--- src/rtl/pps_pkg.sv ---
// Shared types and constants for the precedence parser symbol stack.
package pps_pkg;

  localparam int STACK_DEPTH = 32;
  localparam int IDX_W       = $clog2(STACK_DEPTH);
  localparam int CNT_W       = 6;
  localparam int OP_W        = 3;
  localparam int KIND_W      = 5;
  localparam int TYPE_W      = 3;
  localparam int ENTRY_W     = KIND_W + TYPE_W;

  // Kinds below the reduce marker are terminals.
  localparam logic [KIND_W-1:0] REDUCE_MARK = 5'd19;

  localparam logic [OP_W-1:0] OP_PUSH   = 3'd0;
  localparam logic [OP_W-1:0] OP_POP    = 3'd1;
  localparam logic [OP_W-1:0] OP_POPN   = 3'd2;
  localparam logic [OP_W-1:0] OP_CLEAR  = 3'd3;
  localparam logic [OP_W-1:0] OP_INSERT = 3'd4;
  localparam logic [OP_W-1:0] OP_QUERY  = 3'd5;

  // Topmost terminal among entries 0..i, kept for every stack level.
  typedef struct packed {
    logic              found;
    logic [KIND_W-1:0] kind;
    logic [TYPE_W-1:0] dtype;
    logic [IDX_W-1:0]  idx;
  } term_info_t;

  localparam int TERM_W = $bits(term_info_t);

  typedef struct packed {
    logic [CNT_W-1:0]  pop_amount;
    logic [TYPE_W-1:0] data_type;
    logic [KIND_W-1:0] symbol_kind;
    logic [OP_W-1:0]   operation;
  } request_t;

  typedef struct packed {
    logic [CNT_W-1:0]  fill_count;
    logic [TYPE_W-1:0] top_term_type;
    logic [KIND_W-1:0] top_term_kind;
    logic              term_found;
    logic              ok;
  } result_t;

endpackage

--- src/rtl/pps_ram.sv ---
// Simple dual-port RAM: one write port, one read port, registered read data.
module pps_ram #(
  parameter int WIDTH = 8,
  parameter int DEPTH = 32
) (
  input  logic                     clk,
  input  logic                     we,
  input  logic [$clog2(DEPTH)-1:0] waddr,
  input  logic [WIDTH-1:0]         wdata,
  input  logic [$clog2(DEPTH)-1:0] raddr,
  output logic [WIDTH-1:0]         rdata
);

  logic [WIDTH-1:0] mem [DEPTH];

  always_ff @(posedge clk) begin
    if (we) begin
      mem[waddr] <= wdata;
    end
  end

  always_ff @(posedge clk) begin
    rdata <= mem[raddr];
  end

endmodule

--- src/rtl/pps_ctrl.sv ---
// Stack sequencer: decodes requests, drives both RAMs, walks the insert shift.
module pps_ctrl (
  input  logic                            clk,
  input  logic                            rst,
  input  logic                            req_valid,
  output logic                            req_ready,
  input  pps_pkg::request_t               req,
  output logic                            res_valid,
  input  logic                            res_ready,
  output pps_pkg::result_t                res,
  output logic                            ent_we,
  output logic [pps_pkg::IDX_W-1:0]       ent_waddr,
  output logic [pps_pkg::ENTRY_W-1:0]     ent_wdata,
  output logic [pps_pkg::IDX_W-1:0]       ent_raddr,
  input  logic [pps_pkg::ENTRY_W-1:0]     ent_rdata,
  output logic                            term_we,
  output logic [pps_pkg::IDX_W-1:0]       term_waddr,
  output logic [pps_pkg::TERM_W-1:0]      term_wdata,
  output logic [pps_pkg::IDX_W-1:0]       term_raddr,
  input  logic [pps_pkg::TERM_W-1:0]      term_rdata
);

  localparam logic [2:0] S_IDLE    = 3'd0;
  localparam logic [2:0] S_POPWAIT = 3'd1;
  localparam logic [2:0] S_SHRD    = 3'd2;
  localparam logic [2:0] S_SHWR    = 3'd3;
  localparam logic [2:0] S_INSW    = 3'd4;
  localparam logic [2:0] S_DONE    = 3'd5;

  logic [2:0]                     state;
  logic [pps_pkg::CNT_W-1:0]      count;
  pps_pkg::term_info_t            top;
  logic                           ok;
  logic [pps_pkg::IDX_W-1:0]      pos;
  logic [pps_pkg::IDX_W-1:0]      j;
  pps_pkg::term_info_t            ins_info;
  logic [pps_pkg::ENTRY_W-1:0]    ins_entry;

  logic                           accept;
  logic                           not_full;
  logic                           term_in;
  logic [pps_pkg::IDX_W-1:0]      ins_pos;
  logic [pps_pkg::IDX_W-1:0]      j_dec;
  pps_pkg::term_info_t            push_info;
  pps_pkg::term_info_t            ins_info_c;
  logic [pps_pkg::ENTRY_W-1:0]    new_entry;
  logic                           pop_ok;
  logic [pps_pkg::CNT_W-1:0]      pop_cnt;

  assign accept    = (state == S_IDLE) && req_valid;
  assign req_ready = (state == S_IDLE);
  assign not_full  = count < pps_pkg::CNT_W'(pps_pkg::STACK_DEPTH);
  assign term_in   = req.symbol_kind < pps_pkg::REDUCE_MARK;
  assign new_entry = {req.data_type, req.symbol_kind};
  assign ins_pos   = top.idx + pps_pkg::IDX_W'(1);
  assign j_dec     = j - pps_pkg::IDX_W'(1);

  always_comb begin
    push_info = top;
    if (term_in) begin
      push_info = '{found: 1'b1, kind: req.symbol_kind, dtype: req.data_type,
                    idx: count[pps_pkg::IDX_W-1:0]};
    end
    ins_info_c = top;
    if (term_in) begin
      ins_info_c = '{found: 1'b1, kind: req.symbol_kind, dtype: req.data_type,
                     idx: ins_pos};
    end
  end

  always_comb begin
    if (req.operation == pps_pkg::OP_POP) begin
      pop_ok  = (count != '0);
      pop_cnt = count - pps_pkg::CNT_W'(1);
    end else begin
      pop_ok  = (req.pop_amount <= count);
      pop_cnt = count - req.pop_amount;
    end
  end

  // RAM ports
  always_comb begin
    ent_we     = 1'b0;
    ent_waddr  = count[pps_pkg::IDX_W-1:0];
    ent_wdata  = new_entry;
    term_we    = 1'b0;
    term_wdata = push_info;
    case (state)
      S_IDLE: begin
        ent_we  = accept && (req.operation == pps_pkg::OP_PUSH) && not_full;
        term_we = ent_we;
      end
      S_SHWR: begin
        ent_we     = 1'b1;
        ent_waddr  = j;
        ent_wdata  = ent_rdata;
        term_we    = 1'b1;
        term_wdata = ins_info;
      end
      S_INSW: begin
        ent_we     = 1'b1;
        ent_waddr  = pos;
        ent_wdata  = ins_entry;
        term_we    = 1'b1;
        term_wdata = ins_info;
      end
      default: begin
        ent_we = 1'b0;
      end
    endcase
    term_waddr = ent_waddr;
  end

  assign ent_raddr  = j_dec;
  assign term_raddr = pop_cnt[pps_pkg::IDX_W-1:0] - pps_pkg::IDX_W'(1);

  always_ff @(posedge clk) begin
    if (rst) begin
      state <= S_IDLE;
      count <= '0;
      top   <= '0;
      ok    <= 1'b0;
    end else begin
      case (state)
        S_IDLE: begin
          if (accept) begin
            state <= S_DONE;
            ok    <= 1'b0;
            case (req.operation)
              pps_pkg::OP_PUSH: begin
                if (not_full) begin
                  count <= count + pps_pkg::CNT_W'(1);
                  top   <= push_info;
                  ok    <= 1'b1;
                end
              end
              pps_pkg::OP_POP, pps_pkg::OP_POPN: begin
                if (pop_ok) begin
                  ok    <= 1'b1;
                  count <= pop_cnt;
                  if (pop_cnt == '0) begin
                    top <= '0;
                  end else if (pop_cnt != count) begin
                    state <= S_POPWAIT;
                  end
                end
              end
              pps_pkg::OP_CLEAR: begin
                count <= '0;
                top   <= '0;
                ok    <= 1'b1;
              end
              pps_pkg::OP_INSERT: begin
                if (top.found && not_full) begin
                  pos       <= ins_pos;
                  j         <= count[pps_pkg::IDX_W-1:0];
                  ins_info  <= ins_info_c;
                  ins_entry <= new_entry;
                  state     <= (count[pps_pkg::IDX_W-1:0] > ins_pos) ? S_SHRD : S_INSW;
                end
              end
              pps_pkg::OP_QUERY: begin
                ok <= top.found;
              end
              default: begin
                ok <= 1'b0;
              end
            endcase
          end
        end
        S_POPWAIT: begin
          top   <= pps_pkg::term_info_t'(term_rdata);
          state <= S_DONE;
        end
        S_SHRD: begin
          state <= S_SHWR;
        end
        S_SHWR: begin
          j     <= j_dec;
          state <= (j_dec > pos) ? S_SHRD : S_INSW;
        end
        S_INSW: begin
          count <= count + pps_pkg::CNT_W'(1);
          top   <= ins_info;
          ok    <= 1'b1;
          state <= S_DONE;
        end
        S_DONE: begin
          if (res_ready) begin
            state <= S_IDLE;
          end
        end
        default: begin
          state <= S_IDLE;
        end
      endcase
    end
  end

  assign res_valid = (state == S_DONE);
  assign res = '{fill_count: count, top_term_type: top.dtype, top_term_kind: top.kind,
                 term_found: top.found, ok: ok};

endmodule

--- src/rtl/precedence_parser_symbol_stack.sv ---
// Top level of the precedence parser symbol stack: RAMs, sequencer, output register.
// Use: one item on the slave stream is one stack request; every request
// returns exactly one result item on the master stream, in order.
// s_tdata (low bit up): operation[2:0], symbol_kind[7:3], data_type[10:8],
// pop_amount[16:11], zero fill to 24 bits.
// m_tdata (low bit up): ok[0], term_found[1], top_term_kind[6:2],
// top_term_type[9:7], fill_count[15:10].
// Entries live in one RAM; a second RAM keeps, for every level, the topmost
// terminal at or below it, so the top terminal is always held in a register
// and a pop needs only one RAM read.
// From accept to the result: push, clear, query, failed requests, pop n of
// zero and pops that empty the stack go straight to the result; other pops
// and pop n first read the term RAM; insert first shifts every entry above
// the top terminal up, a read and a write per shift, then writes the new entry.
// One item is in work at a time: s_tready is high only while the sequencer
// is idle, so no new item is taken until the last is through. A result waits in
// the output register while the receiver stalls; the next item is still
// accepted and worked, and its result is held in the sequencer until the
// register frees. Reset (rst, synchronous) empties the stack and drops any
// pending result; RAM contents are not cleared and are never read unwritten.
module precedence_parser_symbol_stack (
  input  logic        clk,
  input  logic        rst,
  input  logic        s_tvalid,
  output logic        s_tready,
  input  logic [23:0] s_tdata,   // operation, symbol_kind, data_type, pop_amount
  output logic        m_tvalid,
  input  logic        m_tready,
  output logic [15:0] m_tdata    // ok, term_found, top_term_kind, top_term_type, fill_count
);

  pps_pkg::request_t                 req;
  pps_pkg::result_t                  res;
  logic                              res_valid;
  logic                              res_ready;

  logic                              ent_we;
  logic [pps_pkg::IDX_W-1:0]         ent_waddr;
  logic [pps_pkg::ENTRY_W-1:0]       ent_wdata;
  logic [pps_pkg::IDX_W-1:0]         ent_raddr;
  logic [pps_pkg::ENTRY_W-1:0]       ent_rdata;
  logic                              term_we;
  logic [pps_pkg::IDX_W-1:0]         term_waddr;
  logic [pps_pkg::TERM_W-1:0]        term_wdata;
  logic [pps_pkg::IDX_W-1:0]         term_raddr;
  logic [pps_pkg::TERM_W-1:0]        term_rdata;

  assign req = pps_pkg::request_t'(s_tdata[$bits(pps_pkg::request_t)-1:0]);

  pps_ctrl u_ctrl (
    .clk        (clk),
    .rst        (rst),
    .req_valid  (s_tvalid),
    .req_ready  (s_tready),
    .req        (req),
    .res_valid  (res_valid),
    .res_ready  (res_ready),
    .res        (res),
    .ent_we     (ent_we),
    .ent_waddr  (ent_waddr),
    .ent_wdata  (ent_wdata),
    .ent_raddr  (ent_raddr),
    .ent_rdata  (ent_rdata),
    .term_we    (term_we),
    .term_waddr (term_waddr),
    .term_wdata (term_wdata),
    .term_raddr (term_raddr),
    .term_rdata (term_rdata)
  );

  // Stack entries: kind in the low bits, type above.
  pps_ram #(
    .WIDTH (pps_pkg::ENTRY_W),
    .DEPTH (pps_pkg::STACK_DEPTH)
  ) u_entry_ram (
    .clk   (clk),
    .we    (ent_we),
    .waddr (ent_waddr),
    .wdata (ent_wdata),
    .raddr (ent_raddr),
    .rdata (ent_rdata)
  );

  // Per-level topmost terminal record.
  pps_ram #(
    .WIDTH (pps_pkg::TERM_W),
    .DEPTH (pps_pkg::STACK_DEPTH)
  ) u_term_ram (
    .clk   (clk),
    .we    (term_we),
    .waddr (term_waddr),
    .wdata (term_wdata),
    .raddr (term_raddr),
    .rdata (term_rdata)
  );

  // Output register: refills in the same cycle the receiver takes an item.
  assign res_ready = !m_tvalid || m_tready;

  always_ff @(posedge clk) begin
    if (rst) begin
      m_tvalid <= 1'b0;
    end else if (res_ready) begin
      m_tvalid <= res_valid;
    end
  end

  always_ff @(posedge clk) begin
    if (res_ready && res_valid) begin
      m_tdata <= res;
    end
  end

endmodule

--- config.mk ---
export PLATFORM = sky130hd
export DESIGN_NAME = precedence_parser_symbol_stack
export DESIGN_NICKNAME = d
export VERILOG_FILES = /design/src/rtl/pps_pkg.sv /design/src/rtl/pps_ram.sv /design/src/rtl/pps_ctrl.sv /design/src/rtl/precedence_parser_symbol_stack.sv
export SDC_FILE = /design/constraint.sdc
export NUM_CORES = 1
export LEC_CHECK = 0
export ABC_AREA = 1
export BUFFER_PORTS_ARGS = -buffer_cell sky130_fd_sc_hd__buf_2
export CAP_MARGIN = 20
export CORE_UTILIZATION = 55
export DETAILED_ROUTE_END_ITERATION = 8
export PLACE_DENSITY = 0.73
export REMOVE_ABC_BUFFERS = 1
export SLEW_MARGIN = 0
export SYNTH_ARGS = -nofsm -noshare
export SYNTH_HDL_FRONTEND = slang
export SYNTH_HIERARCHICAL = 1
export SYNTH_SLANG_ARGS = --single-unit
export TNS_END_PERCENT = 100
--- constraint.sdc ---
create_clock -name clk -period 6.56 [get_ports clk]
set_input_delay 0.328 -clock clk [delete_from_list [all_inputs] [get_ports clk]]
set_output_delay 0.328 -clock clk [all_outputs]
set_load 0.01 [all_outputs]
==> impl_metrics.yaml <==
sta:
  rsz0062_at_grt: "false"
  setup_viol: 0
  finalHoldViolCount: 0
  clock.fmax_mhz: 226
  slew_headroom: 0.337
  post-route-period-util: 0.676
  fin_crit_ps: 4430
  drv_slew: 0
  clock_skew_ps: 18.3
  worst_slack_ps: 2130
  worstMarginPinSlew_ps: 994
flow_run:
  cap_viol_max_count: 0
drt:
  vias: 16100
  post_drt_wl_per_cell_um: 19.4
  viasPerCell: 5.79
  drtIter0Drc: 1909
  wirelength_mm: 54.1
  route.met2.wl_mm: 25.4
  routed.top_layer: "met4"
  dr_wl_met3_mm: 4.80
  antenna_left: 0
  first_pass_iters: 7
  met1_length_mm: 22.4
  drc: 0
power_and_ir_drop:
  comb_power_share: 0.465
  p_total_w: 0.0141
  leakage_nw: 9.92
  powerDensity_nw_per_um2: 552
  clockPowerShare: 0.216
  vdd_ir_drop_max_uv: 394
  p_switching_w: 0.00622
  p_int_w: 0.00788
  sw_frac_of_total: 0.441
  seqPwrFrac: 0.319
critical_path:
  crit_type: "reg2reg"
  crit_arrival_ps: 4910
  cp-end-kind: "register"
  crit_path_start_kind: "register"
  worstPathRequired_ps: 7030
  crit_fanout: 66
floorplanning:
  dieArea_sq_um: 42900
  die_y_um: 207
  start_util: 0.562
  die_x_um: 207
  rows: 74
  coreArea_sq_um: 41200
  ios: 46
finish:
  fillers: 3145
  n_antenna_cell: 0
  layout_common_cells: "763 x nand2_1, 488 x edfxtp_1, 381 x nand3_1"
  final_common_cell: "nand2_1"
  register_area_sq_um: 15400
  nNetsFinal: 2262
  multi_input_comb_area_sq_um: 6590
  area_delta_synth_final_pct: 10.4
  drive_gt1_frac: 0.109
placement:
  gp_congestion: 0.930
  hpwl_mm: 31.4
  io_buffers: 38
  place_ws_ps: 2270
synth:
  syn-cell-area_sq_um: 23200
  synth.avg_cell_area_sq_um: 10.6
  postSynthCellCount: 2181
  yosys_warnings: 6
status:
  status: "finished clean"
clock_tree:
  cts_buffer_depth: 3
  clock-sinks: 527
  h-tree-depth: 2
  cts.clk_slew.worst_paths_ps: 60
  cts_root_buf: "clkbuf_16"
  cts_tree: "done"
  clkLatencyLatePin_ps: 600
  cts_buffers: 53
global_routing:
  grt_use_total: 0.252
  grt_max_degree: 96
  overflow: 0
  grt_pass1_wl_mm: 84.2
  grt_pass1_vias: 15100
  antenna_found_initial: 0
worst_hold_path:
  hp-class: "in2reg"
per-stage QoR:
stage	utilization	cells	hold WS (ps)	cell area [sq um]	TNS [ps]
2_1_floorplan	-	2053	390	22300	-31860
3_3_place_gp	0.577	2685	415	23800	0
3_5_place_dp	0.577	2687	419	23800	0
4_1_cts	0.621	2786	121	25600	0
5_1_grt	0.621	2786	144	25600	0
6_report	0.621	2786	138	25600	0
power groups by stage:
stage,Sequential [W],Combinational (W),Clock (W)
2_1_floorplan,0.00455,0.00417,0
3_3_place_gp,0.00455,0.00623,0
3_5_place_dp,0.00456,0.00639,0
4_1_cts,0.00450,0.00645,0.00308
5_1_grt,0.00452,0.00719,0.00321
6_report,0.00450,0.00656,0.00305
path summary, 6_finish.rpt:
check,slack [ps],from,depth (start not counted),to
max,2130,u_ctrl/count[0],18,u_term_ram/rdata[1]
min,140,rst,2,u_ctrl/state[0]
max reg2reg,2130,u_ctrl/count[0],18,u_term_ram/rdata[1]
min reg2reg,440,u_ctrl/ok,0,m_tdata[0]
per-layer routing:
layer	up-vias	track usage
met4	0	0.0908
met3	90	0.0377
met5	-	0
met2	790	0.400
li1	7532	-
met1	7730	0.358
final cells by class:
cell class,count,share of cell area
clock buffers,60,0.0545
clock inverters,38,0.0146
inverters,109,0.0165
multi-input cells,1417,0.258
flip-flops and latches,527,0.604
well taps,532,0.0260
repair buffers,103,0.0271
state kept, by name, summed over array words and instances, names as in the netlist:
name and count:
u_ctrl/ok 1, u_ctrl/state 3, u_ctrl/top 5, u_ctrl/j 5
u_ctrl/ins_info 14, m_tdata 16, u_term_ram/mem 448, u_term_ram/rdata 14
u_ctrl/pos 5, u_ctrl/res 9, u_ctrl/count 6, m_tvalid 1
repair_timing:
item	CTS	global route
hold endpoints to repair	1	0
hold buffers	1	0
resized for setup	0	0
buffers inserted	0	0
critical path, cell delays in order, from the launching register on:
cell	delay (ps)
dfxtp_1	580
inv_2	210
ha_1	380
inv_1	90
nand2_1	50
o21ai_0	260
inv_6	170
ha_1	340
clkinv_2	60
clkinv_2	40
buf_4	620
buf_4	660
nand3_1	160
nand3_1	160
nand2_1	80
nand2_1	60
nand2_1	130
nand2_1	90
nand2_1	60
Note: power is estimated with default switching activity, not from simulation.
